**src/timestamp_field_parser_core_macros.svh**
```systemverilog
// assertion macros for the timestamp field parser
// used by the rtl files that carry concurrent assertions, needs nothing else
`ifndef TIMESTAMP_FIELD_PARSER_CORE_MACROS_SVH
`define TIMESTAMP_FIELD_PARSER_CORE_MACROS_SVH

// same-cycle implication, disabled during reset
`define TFP_ASSERT_IMPL(label, clk, rst, ante, cons) \
   label: assert property (@(posedge clk) disable iff (rst) (ante) |-> (cons)) \
      else $error("tfp assertion failed");

// next-cycle implication, disabled during reset
`define TFP_ASSERT_NEXT(label, clk, rst, ante, cons) \
   label: assert property (@(posedge clk) disable iff (rst) (ante) |=> (cons)) \
      else $error("tfp assertion failed");

`endif

```
**src/tfp_pkg.sv**
```systemverilog
// shared types, constants and codes of the timestamp field parser
// used by the interfaces and by every module, depends on nothing
package tfp_pkg;

   localparam int FIELD_BUFFER_BYTES = 32;
   localparam int KEPT_W = $clog2(FIELD_BUFFER_BYTES);
   localparam logic [KEPT_W-1:0] KEPT_LIMIT = KEPT_W'(FIELD_BUFFER_BYTES - 1);

   localparam int CHAR_W = 8;
   localparam int VALUE_W = 31;
   localparam logic [VALUE_W-1:0] VALUE_MAX = '1;
   localparam int FIELD_COUNT = 6;
   localparam int SLOT_W = 3;
   localparam int INDEX_W = 2;

   localparam logic [SLOT_W-1:0] SLOT_MONTH = 3'd0;
   localparam logic [SLOT_W-1:0] SLOT_DAY = 3'd1;
   localparam logic [SLOT_W-1:0] SLOT_HOUR = 3'd2;
   localparam logic [SLOT_W-1:0] SLOT_MINUTE = 3'd3;
   localparam logic [SLOT_W-1:0] SLOT_SECOND = 3'd4;
   localparam logic [SLOT_W-1:0] SLOT_MILLIS = 3'd5;

   localparam logic KIND_DATE = 1'b0;
   localparam logic KIND_TIME = 1'b1;

   localparam logic [INDEX_W-1:0] LAST_DATE_INDEX = 2'd1;
   localparam logic [INDEX_W-1:0] LAST_TIME_INDEX = 2'd3;
   localparam logic [INDEX_W-1:0] FRAC_TIME_INDEX = 2'd2;

   localparam logic [CHAR_W-1:0] CHAR_FIRST_KEPT = 8'd32;
   localparam logic [CHAR_W-1:0] CHAR_LAST_KEPT = 8'd126;
   localparam logic [CHAR_W-1:0] CHAR_SPACE = 8'h20;
   localparam logic [CHAR_W-1:0] CHAR_PLUS = 8'h2B;
   localparam logic [CHAR_W-1:0] CHAR_MINUS = 8'h2D;
   localparam logic [CHAR_W-1:0] CHAR_ZERO = 8'h30;
   localparam logic [CHAR_W-1:0] CHAR_NINE = 8'h39;
   localparam logic [CHAR_W-1:0] DELIM_DATE = 8'h2F;
   localparam logic [CHAR_W-1:0] DELIM_TIME = 8'h3A;
   localparam logic [CHAR_W-1:0] DELIM_FRAC = 8'h2E;
   localparam logic [CHAR_W-1:0] DELIM_END = 8'h00;

   typedef enum logic [3:0] {
      PH_BEFORE  = 4'b0001,
      PH_NUMBER  = 4'b0010,
      PH_STOPPED = 4'b0100,
      PH_CLOSED  = 4'b1000
   } phase_type;

   typedef struct packed {
      logic [CHAR_W-1:0] char_code;
      logic last_char;
      logic cmd;
   } req_item_type;

   typedef struct packed {
      logic status;
      logic token_kind;
      logic [FIELD_COUNT-1:0][VALUE_W-1:0] fields;
   } rsp_item_type;

   typedef struct packed {
      logic kind;
      logic [INDEX_W-1:0] field_index;
      phase_type phase;
      logic negative;
      logic [VALUE_W-1:0] acc;
      logic [KEPT_W-1:0] kept;
      logic limit_pending;
      logic error;
   } parse_state_type;

   typedef struct packed {
      logic valid;
      logic [SLOT_W-1:0] slot;
      logic [VALUE_W-1:0] value;
   } store_type;

endpackage

```
**src/tfp_stream_if.sv**
```systemverilog
// valid/ready channel interfaces for the parser's byte input and result output
// depends on tfp_pkg for field widths
interface tfp_req_if;
   logic valid;
   logic ready;
   logic [tfp_pkg::CHAR_W-1:0] char_code;
   logic last_char;
   logic cmd;

   modport source (output valid, output char_code, output last_char, output cmd,
                   input ready);
   modport sink (input valid, input char_code, input last_char, input cmd,
                 output ready);
endinterface

interface tfp_rsp_if;
   logic valid;
   logic ready;
   logic status;
   logic token_kind;
   logic [tfp_pkg::VALUE_W-1:0] month;
   logic [tfp_pkg::VALUE_W-1:0] day;
   logic [tfp_pkg::VALUE_W-1:0] hour;
   logic [tfp_pkg::VALUE_W-1:0] minute;
   logic [tfp_pkg::VALUE_W-1:0] second_val;
   logic [tfp_pkg::VALUE_W-1:0] millis;

   modport source (output valid, output status, output token_kind, output month,
                   output day, output hour, output minute, output second_val,
                   output millis, input ready);
   modport sink (input valid, input status, input token_kind, input month,
                 input day, input hour, input minute, input second_val,
                 input millis, output ready);
endinterface

```
**src/tfp_in_stage.sv**
```systemverilog
// input register of the parser: holds one byte transaction for the parse stage
// depends on tfp_pkg and tfp_req_if
module tfp_in_stage (
   input  logic clock,
   input  logic reset,
   tfp_req_if.sink req_stream,
   input  logic take,
   output logic item_valid,
   output tfp_pkg::req_item_type item
);

   logic item_valid_ff, item_valid_in;
   tfp_pkg::req_item_type item_ff, item_in;
   logic accept;

   assign req_stream.ready = !item_valid_ff || take;
   assign accept = req_stream.valid && req_stream.ready;

   always_comb begin
      item_valid_in = item_valid_ff;
      item_in = item_ff;
      if (accept) begin
         item_valid_in = 1'b1;
         item_in.char_code = req_stream.char_code;
         item_in.last_char = req_stream.last_char;
         item_in.cmd = req_stream.cmd;
      end else if (take) begin
         item_valid_in = 1'b0;
      end
   end

   always_ff @(posedge clock) begin
      if (reset) begin
         item_valid_ff <= 1'b0;
      end else begin
         item_valid_ff <= item_valid_in;
      end
      item_ff <= item_in;
   end

   assign item_valid = item_valid_ff;
   assign item = item_ff;

endmodule

```
**src/tfp_parse_core.sv**
```systemverilog
// per-byte field parser: running field state, stored fields and result build
// depends on tfp_pkg and the assertion macros header
`include "timestamp_field_parser_core_macros.svh"

module tfp_parse_core (
   input  logic clock,
   input  logic reset,
   input  logic item_valid,
   input  tfp_pkg::req_item_type item,
   input  logic out_free,
   output logic take,
   output logic result_load,
   output tfp_pkg::rsp_item_type result
);

   function automatic logic is_final(input logic kind,
                                     input logic [tfp_pkg::INDEX_W-1:0] idx);
      is_final = (kind == tfp_pkg::KIND_TIME) ? (idx == tfp_pkg::LAST_TIME_INDEX)
                                              : (idx >= tfp_pkg::LAST_DATE_INDEX);
   endfunction

   function automatic logic [tfp_pkg::CHAR_W-1:0] delim_of(
      input logic kind, input logic [tfp_pkg::INDEX_W-1:0] idx);
      if (is_final(kind, idx)) begin
         delim_of = tfp_pkg::DELIM_END;
      end else if (kind == tfp_pkg::KIND_DATE) begin
         delim_of = tfp_pkg::DELIM_DATE;
      end else if (idx < tfp_pkg::FRAC_TIME_INDEX) begin
         delim_of = tfp_pkg::DELIM_TIME;
      end else begin
         delim_of = tfp_pkg::DELIM_FRAC;
      end
   endfunction

   function automatic logic [tfp_pkg::SLOT_W-1:0] slot_of(
      input logic kind, input logic [tfp_pkg::INDEX_W-1:0] idx);
      slot_of = ((kind == tfp_pkg::KIND_TIME) ? tfp_pkg::SLOT_HOUR : tfp_pkg::SLOT_MONTH)
                + {1'b0, idx};
   endfunction

   function automatic tfp_pkg::parse_state_type clear_field(
      input tfp_pkg::parse_state_type s);
      clear_field = s;
      clear_field.phase = tfp_pkg::PH_BEFORE;
      clear_field.negative = 1'b0;
      clear_field.acc = '0;
      clear_field.kept = '0;
      clear_field.limit_pending = 1'b0;
   endfunction

   function automatic tfp_pkg::parse_state_type advance(
      input tfp_pkg::parse_state_type s);
      advance = clear_field(s);
      advance.field_index = s.field_index + 2'd1;
   endfunction

   tfp_pkg::parse_state_type state_ff, state_in;
   tfp_pkg::parse_state_type eff_state, pass_state, next_state;
   logic at_start_ff, at_start_in;
   logic [tfp_pkg::FIELD_COUNT-1:0][tfp_pkg::VALUE_W-1:0] stored_ff, stored_in, merged;
   tfp_pkg::store_type store_a, store_b;
   logic run_normal;
   logic [tfp_pkg::CHAR_W-1:0] c;
   logic [tfp_pkg::CHAR_W-1:0] digit_diff;
   logic [tfp_pkg::VALUE_W+3:0] wide_acc;
   logic final_a, final_b;
   logic [tfp_pkg::CHAR_W-1:0] delim_a, delim_b;
   logic closed_now, stop_now;

   assign c = item.char_code;
   assign take = item_valid && (!item.last_char || out_free);
   assign result_load = take && item.last_char;
   assign digit_diff = c - tfp_pkg::CHAR_ZERO;

   // token start and pending buffer limit
   always_comb begin
      eff_state = state_ff;
      if (at_start_ff) begin
         eff_state = clear_field(state_ff);
         eff_state.kind = item.cmd;
         eff_state.field_index = '0;
         eff_state.error = 1'b0;
      end
      final_a = is_final(eff_state.kind, eff_state.field_index);
      delim_a = delim_of(eff_state.kind, eff_state.field_index);
      pass_state = eff_state;
      store_a = '0;
      run_normal = 1'b0;
      if (!eff_state.error && eff_state.phase != tfp_pkg::PH_CLOSED) begin
         if (eff_state.limit_pending) begin
            if (c != delim_a) begin
               pass_state.error = 1'b1;
            end else if (eff_state.negative && eff_state.acc != '0) begin
               pass_state.error = 1'b1;
            end else begin
               store_a.valid = 1'b1;
               store_a.slot = slot_of(eff_state.kind, eff_state.field_index);
               store_a.value = eff_state.acc;
               if (final_a) begin
                  pass_state.phase = tfp_pkg::PH_CLOSED;
               end else begin
                  pass_state = advance(eff_state);
                  run_normal = 1'b1;
               end
            end
         end else begin
            run_normal = 1'b1;
         end
      end
   end

   // ordinary byte handling
   always_comb begin
      next_state = pass_state;
      store_b = '0;
      closed_now = 1'b0;
      stop_now = 1'b0;
      wide_acc = ({4'b0, pass_state.acc} << 3) + ({4'b0, pass_state.acc} << 1)
                 + {31'b0, digit_diff[3:0]};
      final_b = is_final(pass_state.kind, pass_state.field_index);
      delim_b = delim_of(pass_state.kind, pass_state.field_index);
      if (run_normal) begin
         if (!(c inside {[tfp_pkg::CHAR_FIRST_KEPT:tfp_pkg::CHAR_LAST_KEPT]})) begin
            // skipped byte
         end else if (!final_b && c == delim_b) begin
            closed_now = 1'b1;
            if (pass_state.negative && pass_state.acc != '0) begin
               next_state.error = 1'b1;
            end else begin
               store_b.valid = 1'b1;
               store_b.slot = slot_of(pass_state.kind, pass_state.field_index);
               store_b.value = pass_state.acc;
               next_state = advance(pass_state);
               if (item.last_char) begin
                  next_state.error = 1'b1;
               end
            end
         end else begin
            case (pass_state.phase)
               tfp_pkg::PH_BEFORE: begin
                  if (c == tfp_pkg::CHAR_SPACE) begin
                     next_state.phase = tfp_pkg::PH_BEFORE;
                  end else if (c == tfp_pkg::CHAR_PLUS || c == tfp_pkg::CHAR_MINUS) begin
                     next_state.negative = (c == tfp_pkg::CHAR_MINUS);
                     next_state.phase = tfp_pkg::PH_NUMBER;
                  end else if (c inside {[tfp_pkg::CHAR_ZERO:tfp_pkg::CHAR_NINE]}) begin
                     next_state.acc = {27'b0, digit_diff[3:0]};
                     next_state.phase = tfp_pkg::PH_NUMBER;
                  end else begin
                     next_state.phase = tfp_pkg::PH_STOPPED;
                  end
               end
               tfp_pkg::PH_NUMBER: begin
                  if (c inside {[tfp_pkg::CHAR_ZERO:tfp_pkg::CHAR_NINE]}) begin
                     next_state.acc = (wide_acc > {4'b0, tfp_pkg::VALUE_MAX})
                                      ? tfp_pkg::VALUE_MAX
                                      : wide_acc[tfp_pkg::VALUE_W-1:0];
                  end else begin
                     next_state.phase = tfp_pkg::PH_STOPPED;
                  end
               end
               default: begin
                  next_state.phase = pass_state.phase;
               end
            endcase
            next_state.kept = pass_state.kept + 1'b1;
            if (next_state.kept >= tfp_pkg::KEPT_LIMIT) begin
               if (item.last_char) begin
                  next_state.error = 1'b1;
                  stop_now = 1'b1;
               end else begin
                  next_state.limit_pending = 1'b1;
               end
            end
         end
         if (item.last_char && !closed_now && !stop_now) begin
            if (next_state.negative && next_state.acc != '0) begin
               next_state.error = 1'b1;
            end else begin
               store_b.valid = 1'b1;
               store_b.slot = slot_of(next_state.kind, next_state.field_index);
               store_b.value = next_state.acc;
               if (!final_b) begin
                  next_state.error = 1'b1;
               end
            end
         end
      end
   end

   always_comb begin
      for (int j = 0; j < tfp_pkg::FIELD_COUNT; j++) begin
         merged[j] = stored_ff[j];
         if (store_a.valid && store_a.slot == tfp_pkg::SLOT_W'(j)) begin
            merged[j] = store_a.value;
         end
         if (store_b.valid && store_b.slot == tfp_pkg::SLOT_W'(j)) begin
            merged[j] = store_b.value;
         end
      end
      stored_in = take ? merged : stored_ff;
      state_in = take ? next_state : state_ff;
      at_start_in = take ? item.last_char : at_start_ff;
      result.status = next_state.error;
      result.token_kind = next_state.kind;
      result.fields = merged;
   end

   always_ff @(posedge clock) begin
      if (reset) begin
         state_ff.kind <= tfp_pkg::KIND_DATE;
         state_ff.field_index <= '0;
         state_ff.phase <= tfp_pkg::PH_BEFORE;
         state_ff.negative <= 1'b0;
         state_ff.acc <= '0;
         state_ff.kept <= '0;
         state_ff.limit_pending <= 1'b0;
         state_ff.error <= 1'b0;
         at_start_ff <= 1'b1;
         stored_ff <= '0;
      end else begin
         state_ff <= state_in;
         at_start_ff <= at_start_in;
         stored_ff <= stored_in;
      end
   end

   `TFP_ASSERT_IMPL(a_limit_at_full, clock, reset, state_ff.limit_pending, state_ff.kept == tfp_pkg::KEPT_LIMIT)
   `TFP_ASSERT_IMPL(a_closed_final, clock, reset, state_ff.phase == tfp_pkg::PH_CLOSED, is_final(state_ff.kind, state_ff.field_index))
   `TFP_ASSERT_IMPL(a_no_overwrite, clock, reset, item_valid && item.last_char && !out_free, !take)
   `TFP_ASSERT_NEXT(a_token_restart, clock, reset, take && item.last_char, at_start_ff)

endmodule

```
**src/tfp_out_stage.sv**
```systemverilog
// result register of the parser: holds one result transaction until taken
// depends on tfp_pkg and tfp_rsp_if
module tfp_out_stage (
   input  logic clock,
   input  logic reset,
   input  logic load,
   input  tfp_pkg::rsp_item_type result,
   output logic out_free,
   tfp_rsp_if.source rsp_stream
);

   logic valid_ff, valid_in;
   tfp_pkg::rsp_item_type data_ff, data_in;

   assign out_free = !valid_ff || rsp_stream.ready;

   always_comb begin
      data_in = load ? result : data_ff;
      if (load) begin
         valid_in = 1'b1;
      end else if (rsp_stream.ready) begin
         valid_in = 1'b0;
      end else begin
         valid_in = valid_ff;
      end
   end

   always_ff @(posedge clock) begin
      if (reset) begin
         valid_ff <= 1'b0;
      end else begin
         valid_ff <= valid_in;
      end
      data_ff <= data_in;
   end

   assign rsp_stream.valid = valid_ff;
   assign rsp_stream.status = data_ff.status;
   assign rsp_stream.token_kind = data_ff.token_kind;
   assign rsp_stream.month = data_ff.fields[tfp_pkg::SLOT_MONTH];
   assign rsp_stream.day = data_ff.fields[tfp_pkg::SLOT_DAY];
   assign rsp_stream.hour = data_ff.fields[tfp_pkg::SLOT_HOUR];
   assign rsp_stream.minute = data_ff.fields[tfp_pkg::SLOT_MINUTE];
   assign rsp_stream.second_val = data_ff.fields[tfp_pkg::SLOT_SECOND];
   assign rsp_stream.millis = data_ff.fields[tfp_pkg::SLOT_MILLIS];

endmodule

```
**src/timestamp_field_parser_core.sv**
```systemverilog
// top level of the timestamp field parser: input register, parse stage, result register
// depends on tfp_pkg, tfp_stream_if, tfp_in_stage, tfp_parse_core, tfp_out_stage
//
// channel      dir  carries
// req_stream   in   char_code[7:0], last_char, cmd  (one token byte per transaction)
// rsp_stream   out  status, token_kind, month, day, hour, minute, second_val, millis
//
// one byte per cycle unless a last byte stalls; bytes are parsed from the input register
// a result is loaded into the result register when its last byte is parsed
// the field accumulator update (times ten, add, saturate) is a combinational path
// reset clears the field state and stored fields and starts a new token
// a waiting result stalls only a last byte; other bytes keep flowing
module timestamp_field_parser_core (
   input  logic clock,
   input  logic reset,
   tfp_req_if.sink req_stream,
   tfp_rsp_if.source rsp_stream
);

   logic item_valid;
   tfp_pkg::req_item_type item;
   logic take;
   logic result_load;
   tfp_pkg::rsp_item_type result;
   logic out_free;

   tfp_in_stage u_in_stage (
      .clock      (clock),
      .reset      (reset),
      .req_stream (req_stream),
      .take       (take),
      .item_valid (item_valid),
      .item       (item)
   );

   tfp_parse_core u_parse_core (
      .clock       (clock),
      .reset       (reset),
      .item_valid  (item_valid),
      .item        (item),
      .out_free    (out_free),
      .take        (take),
      .result_load (result_load),
      .result      (result)
   );

   tfp_out_stage u_out_stage (
      .clock      (clock),
      .reset      (reset),
      .load       (result_load),
      .result     (result),
      .out_free   (out_free),
      .rsp_stream (rsp_stream)
   );

endmodule

```
**src/flat_wrapper.sv**
```systemverilog
// flat-port wrapper written by rule: the top's interface ports become plain ports
module timestamp_field_parser_core_flat 
  (clock, reset, req_stream_valid, req_stream_char_code, req_stream_last_char, req_stream_cmd, req_stream_ready, rsp_stream_valid, rsp_stream_status, rsp_stream_token_kind, rsp_stream_month, rsp_stream_day, rsp_stream_hour, rsp_stream_minute, rsp_stream_second_val, rsp_stream_millis, rsp_stream_ready);
  tfp_req_if req_stream_i ();
  tfp_rsp_if rsp_stream_i ();
  input  logic clock;
  input  logic reset;
  input wire logic [$bits(req_stream_i.valid)-1:0] req_stream_valid;
  input wire logic [$bits(req_stream_i.char_code)-1:0] req_stream_char_code;
  input wire logic [$bits(req_stream_i.last_char)-1:0] req_stream_last_char;
  input wire logic [$bits(req_stream_i.cmd)-1:0] req_stream_cmd;
  output wire logic [$bits(req_stream_i.ready)-1:0] req_stream_ready;
  output wire logic [$bits(rsp_stream_i.valid)-1:0] rsp_stream_valid;
  output wire logic [$bits(rsp_stream_i.status)-1:0] rsp_stream_status;
  output wire logic [$bits(rsp_stream_i.token_kind)-1:0] rsp_stream_token_kind;
  output wire logic [$bits(rsp_stream_i.month)-1:0] rsp_stream_month;
  output wire logic [$bits(rsp_stream_i.day)-1:0] rsp_stream_day;
  output wire logic [$bits(rsp_stream_i.hour)-1:0] rsp_stream_hour;
  output wire logic [$bits(rsp_stream_i.minute)-1:0] rsp_stream_minute;
  output wire logic [$bits(rsp_stream_i.second_val)-1:0] rsp_stream_second_val;
  output wire logic [$bits(rsp_stream_i.millis)-1:0] rsp_stream_millis;
  input wire logic [$bits(rsp_stream_i.ready)-1:0] rsp_stream_ready;
  assign req_stream_i.valid = req_stream_valid;
  assign req_stream_i.char_code = req_stream_char_code;
  assign req_stream_i.last_char = req_stream_last_char;
  assign req_stream_i.cmd = req_stream_cmd;
  assign req_stream_ready = req_stream_i.ready;
  assign rsp_stream_valid = rsp_stream_i.valid;
  assign rsp_stream_status = rsp_stream_i.status;
  assign rsp_stream_token_kind = rsp_stream_i.token_kind;
  assign rsp_stream_month = rsp_stream_i.month;
  assign rsp_stream_day = rsp_stream_i.day;
  assign rsp_stream_hour = rsp_stream_i.hour;
  assign rsp_stream_minute = rsp_stream_i.minute;
  assign rsp_stream_second_val = rsp_stream_i.second_val;
  assign rsp_stream_millis = rsp_stream_i.millis;
  assign rsp_stream_i.ready = rsp_stream_ready;
  timestamp_field_parser_core u_core (.clock(clock), .reset(reset), .req_stream(req_stream_i), .rsp_stream(rsp_stream_i));
endmodule
```
**config.mk**
```make
export PLATFORM = sky130hd
export DESIGN_NAME = timestamp_field_parser_core_flat
export DESIGN_NICKNAME = d
export VERILOG_FILES = /design/src/tfp_pkg.sv /design/src/tfp_stream_if.sv /design/src/tfp_in_stage.sv /design/src/tfp_parse_core.sv /design/src/tfp_out_stage.sv /design/src/timestamp_field_parser_core.sv /design/src/flat_wrapper.sv
export VERILOG_INCLUDE_DIRS = /design/src /design/src/src
export SDC_FILE = /design/constraint.sdc
export NUM_CORES = 1
export LEC_CHECK = 0
export ABC_AREA = 1
export ABC_CLOCK_PERIOD_IN_PS = 6300
export BUFFER_PORTS_ARGS = -buffer_cell sky130_fd_sc_hd__buf_2
export CELL_PAD_IN_SITES_DETAIL_PLACEMENT = 1
export CELL_PAD_IN_SITES_GLOBAL_PLACEMENT = 1
export CORE_ASPECT_RATIO = 0.75
export CORE_MARGIN = 4
export CORE_UTILIZATION = 40
export DETAILED_ROUTE_END_ITERATION = 8
export PLACE_DENSITY_LB_ADDON = 0.1
export SLEW_MARGIN = 20
export SYNTH_ARGS = -nofsm -noshare
export SYNTH_HDL_FRONTEND = slang
export SYNTH_SLANG_ARGS = --single-unit
export TNS_END_PERCENT = 5
```
**constraint.sdc**
```tcl
create_clock -name clock -period 6.3 [get_ports clock]
set_input_delay 1.575 -clock clock [delete_from_list [all_inputs] [get_ports clock]]
set_output_delay 1.575 -clock clock [all_outputs]
set_load 0.05 [all_outputs]
```
Word-level counts from Yosys, hierarchy flattened
Cells that the tools add are included.
{ "totals": {"reg_bits": 433, "word_cells": 195, "out_inout_bits": 190, "in_bits": 14} }
{ "op_classes": {"n_reduce_logical": 42, "mux": 86, "add_sub_neg": 9, "n_eq_ne": 20, "n_lt_le_gt_ge": 10} }
{ "ops": {"columns": ["op", "count"], "rows": [
  ["2-to-1 mux 31 bit", 16],
  ["2-to-1 mux 35 bit", 10],
  ["2-to-1 mux 46 bit", 3],
  ["2-to-1 mux 45 bit", 3],
  ["2-to-1 mux 44 bit", 3],
  ["nonzero test 31 bit", 3],
  ["case mux 31 bit (2 select lines)", 1],
  ["2-to-1 mux 43 bit", 1],
  ["2-to-1 mux 39 bit", 1],
  ["adder 34 x 32 -> 35 bit", 1],
  ["adder 35 x 4 -> 35 bit", 1],
  ["greater-than comparator 35 x 31 -> 1 bit, second input constant", 1],
  ["2-to-1 mux 32 bit", 1],
  ["2-to-1 mux 1 bit", 29],
  ["== test 8 x 6 -> 1 bit, second input constant", 3],
  ["logical AND 1 bit", 24],
  ["2-to-1 mux 5 bit", 4],
  [">= comparator 8 x 6 -> 1 bit, second input constant", 2],
  ["2-to-1 mux 4 bit", 4],
  ["== test 3 x 2 -> 1 bit, second input constant", 4],
  ["== test 3 bit, second input constant", 4],
  ["2-to-1 mux 2 bit", 6],
  ["adder 2 x 2 -> 3 bit", 3],
  ["== test 8 x 6 -> 1 bit", 1],
  ["22 further kinds", 38]
]} }

Depth between registers and ports, before layout
{ "depth": {"ltp_word": 26, "mapped_depth": 58, "depth_no_buf": 53} }

Hierarchy
A second synthesis with hierarchy kept.
{ "unflattened": {"cells_unflattened": 3915, "area_unflattened_um2": 26675.6} }
{ "modules_own_cells": {"columns": ["module", "cells_each", "seq_area_each_um2", "area_each_um2", "instances"], "rows": [
  ["tfp_parse_core", 3706, 4664.5, 20639.8, 1],
  ["tfp_out_stage", 193, 5665.4, 5688.0, 1],
  ["tfp_in_stage", 16, 320.3, 347.8, 1]
]} }

Worst setup path before layout
Ideal clock, no wire load.
{ "synth_path": {"path_type": "input to register", "from": "input port rsp_stream_ready", "to": "register u_core.u_out_stage.data_ff (netlist bit u_core.u_out_stage.rsp_stream.day[0]) (enable)", "t_required_ns": 5.760, "path_slack_ns": -0.208, "n_path_buf": 1, "setup_ns": 0.540, "stages": 7, "arrival_time_ns": 5.967, "path_cell_list": "nor2_1 nand2_1 nand2_1 inv_2 clkbuf_1 nand2_1 inv_1"} }
{ "synth_between": {"elab_chain_len": 4} }
{ "synth_rtl": {"columns": ["item", "line_no", "rtl"], "rows": [
  ["start: declaration", "flat_wrapper.sv:22", "input wire logic [$bits(rsp_stream_i.ready)-1:0] rsp_stream_ready;"],
  ["logical OR 1 bit", "tfp_out_stage.sv:15", "assign out_free = !valid_ff || rsp_stream.ready;"],
  ["logical OR 1 bit", "tfp_parse_core.sv:71", "assign take = item_valid && (!item.last_char || out_free);"],
  ["logical AND 1 bit", "tfp_parse_core.sv:71", null],
  ["logical AND 1 bit", "tfp_parse_core.sv:72", "assign result_load = take && item.last_char;"],
  ["net u_core.result_load", "timestamp_field_parser_core.sv:23", "logic result_load;"],
  ["end signal: assignment", "tfp_out_stage.sv:34", "data_ff <= data_in;"],
  ["end: declaration", "tfp_out_stage.sv:13", "tfp_pkg::rsp_item_type data_ff, data_in;"]
]} }
The timed path passes the listed nets, and every way through them passes these cells.
A chain may end at the register's enable or synchronous reset.

Worst setup path in the final report
{ "layout_path": {"from": "register u_core.u_parse_core.at_start_ff", "to": "register u_core.u_parse_core.stored_ff[28] (netlist name)"} }
{ "layout_between": {"elab_chain_len": 26, "word_cells_on_any_way": 95, "classes_between": "add/sub (8); order compare (6); eq/ne (7); mux (56); reduce/logical (18)"} }
{ "layout_rtl": {"columns": ["item", "line_no", "rtl"], "rows": [
  ["start: declaration", "tfp_parse_core.sv:59", "logic at_start_ff, at_start_in;"],
  ["start signal: assignment", "tfp_parse_core.sv:223", "at_start_ff <= at_start_in;"],
  ["2-to-1 mux 46 bit *", "tfp_parse_core.sv:78", "if (at_start_ff) begin"],
  ["< comparator 2 bit", "tfp_parse_core.sv:28", "end else if (idx < tfp_pkg::FRAC_TIME_INDEX) begin"],
  ["2-to-1 mux 5 bit", "tfp_parse_core.sv:28", null],
  ["2-to-1 mux 5 bit", "tfp_parse_core.sv:26", "end else if (kind == tfp_pkg::KIND_DATE) begin"],
  ["2-to-1 mux 8 bit", "tfp_parse_core.sv:24", "if (is_final(kind, idx)) begin"],
  ["inequality test 8 bit", "tfp_parse_core.sv:91", "if (c != delim_a) begin"],
  ["2-to-1 mux 44 bit", "tfp_parse_core.sv:91", null],
  ["2-to-1 mux 45 bit", "tfp_parse_core.sv:90", "if (eff_state.limit_pending) begin"],
  ["(+10 left out)", null, null],
  ["nonzero test 31 bit / logical NOT 1 bit (equally long branches)", "tfp_parse_core.sv:177, tfp_parse_core.sv:176", null],
  ["logical AND 1 bit (on tied branches)", "tfp_parse_core.sv:177, tfp_parse_core.sv:176", null],
  ["2-to-1 mux 35 bit / logical AND 1 bit (equally long branches)", "tfp_parse_core.sv:177, tfp_parse_core.sv:176", null],
  ["2-to-1 mux 35 bit", "tfp_parse_core.sv:176", "if (item.last_char && !closed_now && !stop_now) begin"],
  ["2-to-1 mux 35 bit", "tfp_parse_core.sv:122", "if (run_normal) begin"],
  ["logical NOT 3 bit", "tfp_parse_core.sv:197", "if (store_b.valid && store_b.slot == tfp_pkg::SLOT_W'(j)) begin"],
  ["logical AND 1 bit", "tfp_parse_core.sv:197", null],
  ["2-to-1 mux 31 bit *", "tfp_parse_core.sv:197", null],
  ["end signal: assignment", "tfp_parse_core.sv:224", "stored_ff <= stored_in;"],
  ["end: declaration", "tfp_parse_core.sv:60", "logic [tfp_pkg::FIELD_COUNT-1:0][tfp_pkg::VALUE_W-1:0] stored_ff, stored_in, merged;"]
]} }
Mark *: on every way between the ends. The rest lies on a longest branch, timed or not. The select of a mux whose other input is x is not followed.

==> metrics.md <==
| Metric | Value |
|---|---|
| CORE AREA | `0.0668 sq mm` |
| Hold Startpoint | `u_core.u_parse_core.state_ff[2]` |
| GPL Wtd Cong | `0.886` |
| Clock buffer depth | `3` |
| Clk pin slew, worst setup/hold paths | `0.07 ns` |
| R2r setup slk | `-0.69 ns` |
| EDFF count, synth | `198` |
| Routed Antenna Nets | `0` |
| Port bufs | `203` |
| Slowest CP cell | `dfxtp_4` |
| Slew Limit Fails | `0` |
| Clock skew | `0.0244 ns` |
| Row count | `82` |
| Final period util | `111%` |
| Tmin final | `6.99 ns` |
| Synth area leader | `edfxtp_1` |
| Unrepaired setup endpoints after global routing | `yes` |
| Crit end category | `flip-flop` |
| Yosys reg bits | `433` |
| Die ar. | `0.0718 sq mm` |
| CTS HTree Levels | `2` |
| Leakage Power | `18.0 nW` |
| Place WS | `-1.32 ns` |
| I/O Pins | `204` |
| Rel. slew slack | `27.4%` |
| Finished Layout Cells | `5,482` |
| Clk_lat worst skew | `0.60 ns` |
| Cell with the most instances after synthesis | `nand2_1` |
| Vias per inst | `5.62` |
| Total CTS buffers | `47` |
| Final setup viols | `374` |
| Max-cap viol count | `0` |
| Failing checks | `setup timing` |
| Fmax achieved | `0.143 GHz` |
| Critical-path maximum fanout | `18` |
| CP startpoint | `u_core.u_parse_core.at_start_ff` |
| Worst vdd ir | `206 uV` |
| Mapped Nets | `4,103` |
| Initial drt markers | `3,173` |
| Hold_ws | `0.466 ns` |
| Global-route wire length before repair | `182 mm` |
| Post-synthesis sequential area ratio | `39.4%` |
| Placed Cells | `5,303` |
| Syn Inst Count | `4,018` |
| Die H | `233 um` |
| Layout cell share with drive strength beyond 1 | `30.7%` |
| Pin count of the biggest net entering global routing | `137` |
| Top_reg_cell synth | `dfxtp_1` |
| Max incr delay on CP | `0.41 ns` |
| Pre-antenna DRT Iters | `6` |
| Yosys Warn Count | `0` |
| Fin nets | `4,647` |
| Mapped Area | `0.0270 sq mm` |
| Starting Density | `40.4%` |
| Hold Crit Depth | `2` |
| Count of cell types in the netlist | `56` |
| Setup ws final | `-0.695 ns` |
| GRT Total Usage | `32.8%` |
| Top cells by area, synth | `edfxtp_1 22%, dfxtp_1 17%, nand2_1 16%` |
| Drt drc | `0` |
| FILL cells | `8,358` |
| Synth-to-layout area growth | `39.7%` |
| Worst Path Arrival | `7.49 ns` |
| Worst hold path class | `reg -> reg` |
| Post-DP HPWL | `81.9 mm` |
| Pwr Density | `194 mW/mm^2` |
| Worst-margin pin slew | `1.09 ns` |
| Final wirelength | `128 mm` |
| Vias in the first global route | `30.2k` |
| Hold Vio Cnt, Final | `0` |
| Clock sinks | `433` |
| Overflow after GRT | `0` |
| Startpoint types | `flip-flop` |
| DR WL/cell | `23.4 um` |
| Cells on worst reg2reg path | `48` |
| Worst r2r src | `u_core.u_parse_core.at_start_ff` |
| Total Power | `7.33 mW` |
| Routed via count | `30.8k` |
| CTS tree | `yes` |
| Die W | `308 um` |
| Post-synth ARST share | `0%` |
| Antenna violations before repair | `6` |
| CP Data Required Time | `6.80 ns` |
| Most used cell along the critical path | `nand2_1` |
| Hold buffers post-CTS | `0` |
| Status | `finished, violations left` |
| Synth top area share | `22.0%` |
| WS Path Type | `reg -> reg` |
| Synth cell count leaders | `1,126 x nand2_1, 510 x inv_1, 503 x nor2_1` |
| Clock Root Buffer | `clkbuf_16` |
| Syn Area/Cell | `6.72 sq um` |
## state kept, by name, indices dropped and copies added, names as in the netlist, 10 cells and up
| register | count |
|---|---|
| u_core.u_out_stage.rsp_stream.millis | 31 |
| u_core.u_in_stage.item | 10 |
| u_core.u_out_stage.rsp_stream.minute | 31 |
| u_core.u_out_stage.rsp_stream.hour | 31 |
| u_core.u_out_stage.rsp_stream.month | 31 |
| u_core.u_parse_core.stored_ff | 186 |
| u_core.u_out_stage.rsp_stream.second_val | 31 |
| u_core.u_parse_core.state_ff | 46 |
| u_core.u_out_stage.rsp_stream.day | 31 |
## report_power, final
part	switching [mW]	total (mW)	internal [mW]	leakage, nW
combinational	0.949	1.45	0.497	13.5
sequential	0.0731	3.17	3.10	3.76
clock	1.22	2.71	1.50	0.703
## layer usage
layer  track usage [%]  routed length, um  up-vias
li1                  -                  -    14000
met1              46.1              56100    15200
met2              51.8              56400     1322
met3              5.80              11100      275
met4              9.82               4570        4
met5                 0                 15        -
## worst max-delay path: cells and delay by family (launching register included)
kind | cells | cell delay (ns)
buffers and inverters | 12 | 1.57
AND/OR/NAND/NOR | 30 | 3.44
adder cells (fa/ha/maj) | 2 | 0.55
AO/OA/AOI/OAI | 4 | 0.89
flip-flops | 1 | 0.41
## per-stage QoR
| stage | TNS [ns] | cell area [sq um] | utilization, % |
|---|---|---|---|
| 2_1_floorplan | -13.75 | 27000 | - |
| 6_report | -220.93 | 37700 | 56.5 |
| 3_5_place_dp | -451.98 | 31900 | 47.8 |
| 3_3_place_gp | -372.23 | 31900 | 47.8 |
| 5_1_grt | -323.12 | 37700 | 56.5 |
| 4_1_cts | -29.26 | 35900 | 53.8 |
## worst paths after layout
path | end
worst max register to register | u_core.u_parse_core.stored_ff[28]
worst min-delay path | u_core.u_parse_core.state_ff[2]
worst min register to register | u_core.u_parse_core.state_ff[2]
worst max-delay path | u_core.u_parse_core.stored_ff[28]
## cell usage in the layout, fill, tap and decap left out, drive strengths merged, types with 3 or more instances in the layout
cell and n:
xor2 15, edfxtp 198, nor3 10, nor2 514, nor4 5, dfxtp 235, ha 70, nand2 1140
clkinv 23, inv 522, a31oi 30, a221oi 3, and2 3, o21ai 219, a21oi 239, o211ai 5
xnor2 4, nand3b 4, o22ai 25, a21o 8, nand3 459, or2 30, nand4 35, o21a 9
buf 697, o21bai 5, clkbuf 74
## layout make-up
cell class | count | area (sq um) | share of cell area (%)
Clock buffer | 61 | 1270 | 3.36
Multi-Input combinational cell | 2845 | 16200 | 42.9
Clock inverter | 24 | 165 | 0.438
Inverter | 524 | 2010 | 5.33
Timing Repair inverter | 1 | 3.75 | 0.00995
Tap cell | 882 | 1100 | 2.93
Antenna cell | 2 | 5.00 | 0.0133
Sequential cell | 433 | 10700 | 28.2
Timing Repair Buffer | 710 | 6310 | 16.7
## cell families after synthesis
| family | share of synthesized area [%] |
|---|---|
| flip-flops | 39.4 |
| buffers and inverters | 11.0 |
| adder cells (fa/ha/maj) | 3.32 |
| XOR/XNOR | 0.616 |
| AND/OR/NAND/NOR | 34.1 |
| AO/OA/AOI/OAI | 11.5 |
## repair_timing
item,4_1_cts,5_1_grt
buffers inserted,49,19
pin swaps,104,93
cloned,13,14
setup endpoints to repair,374,374
resized for setup,417,336
No activity file was read; power rests on OpenSTA's default activity.
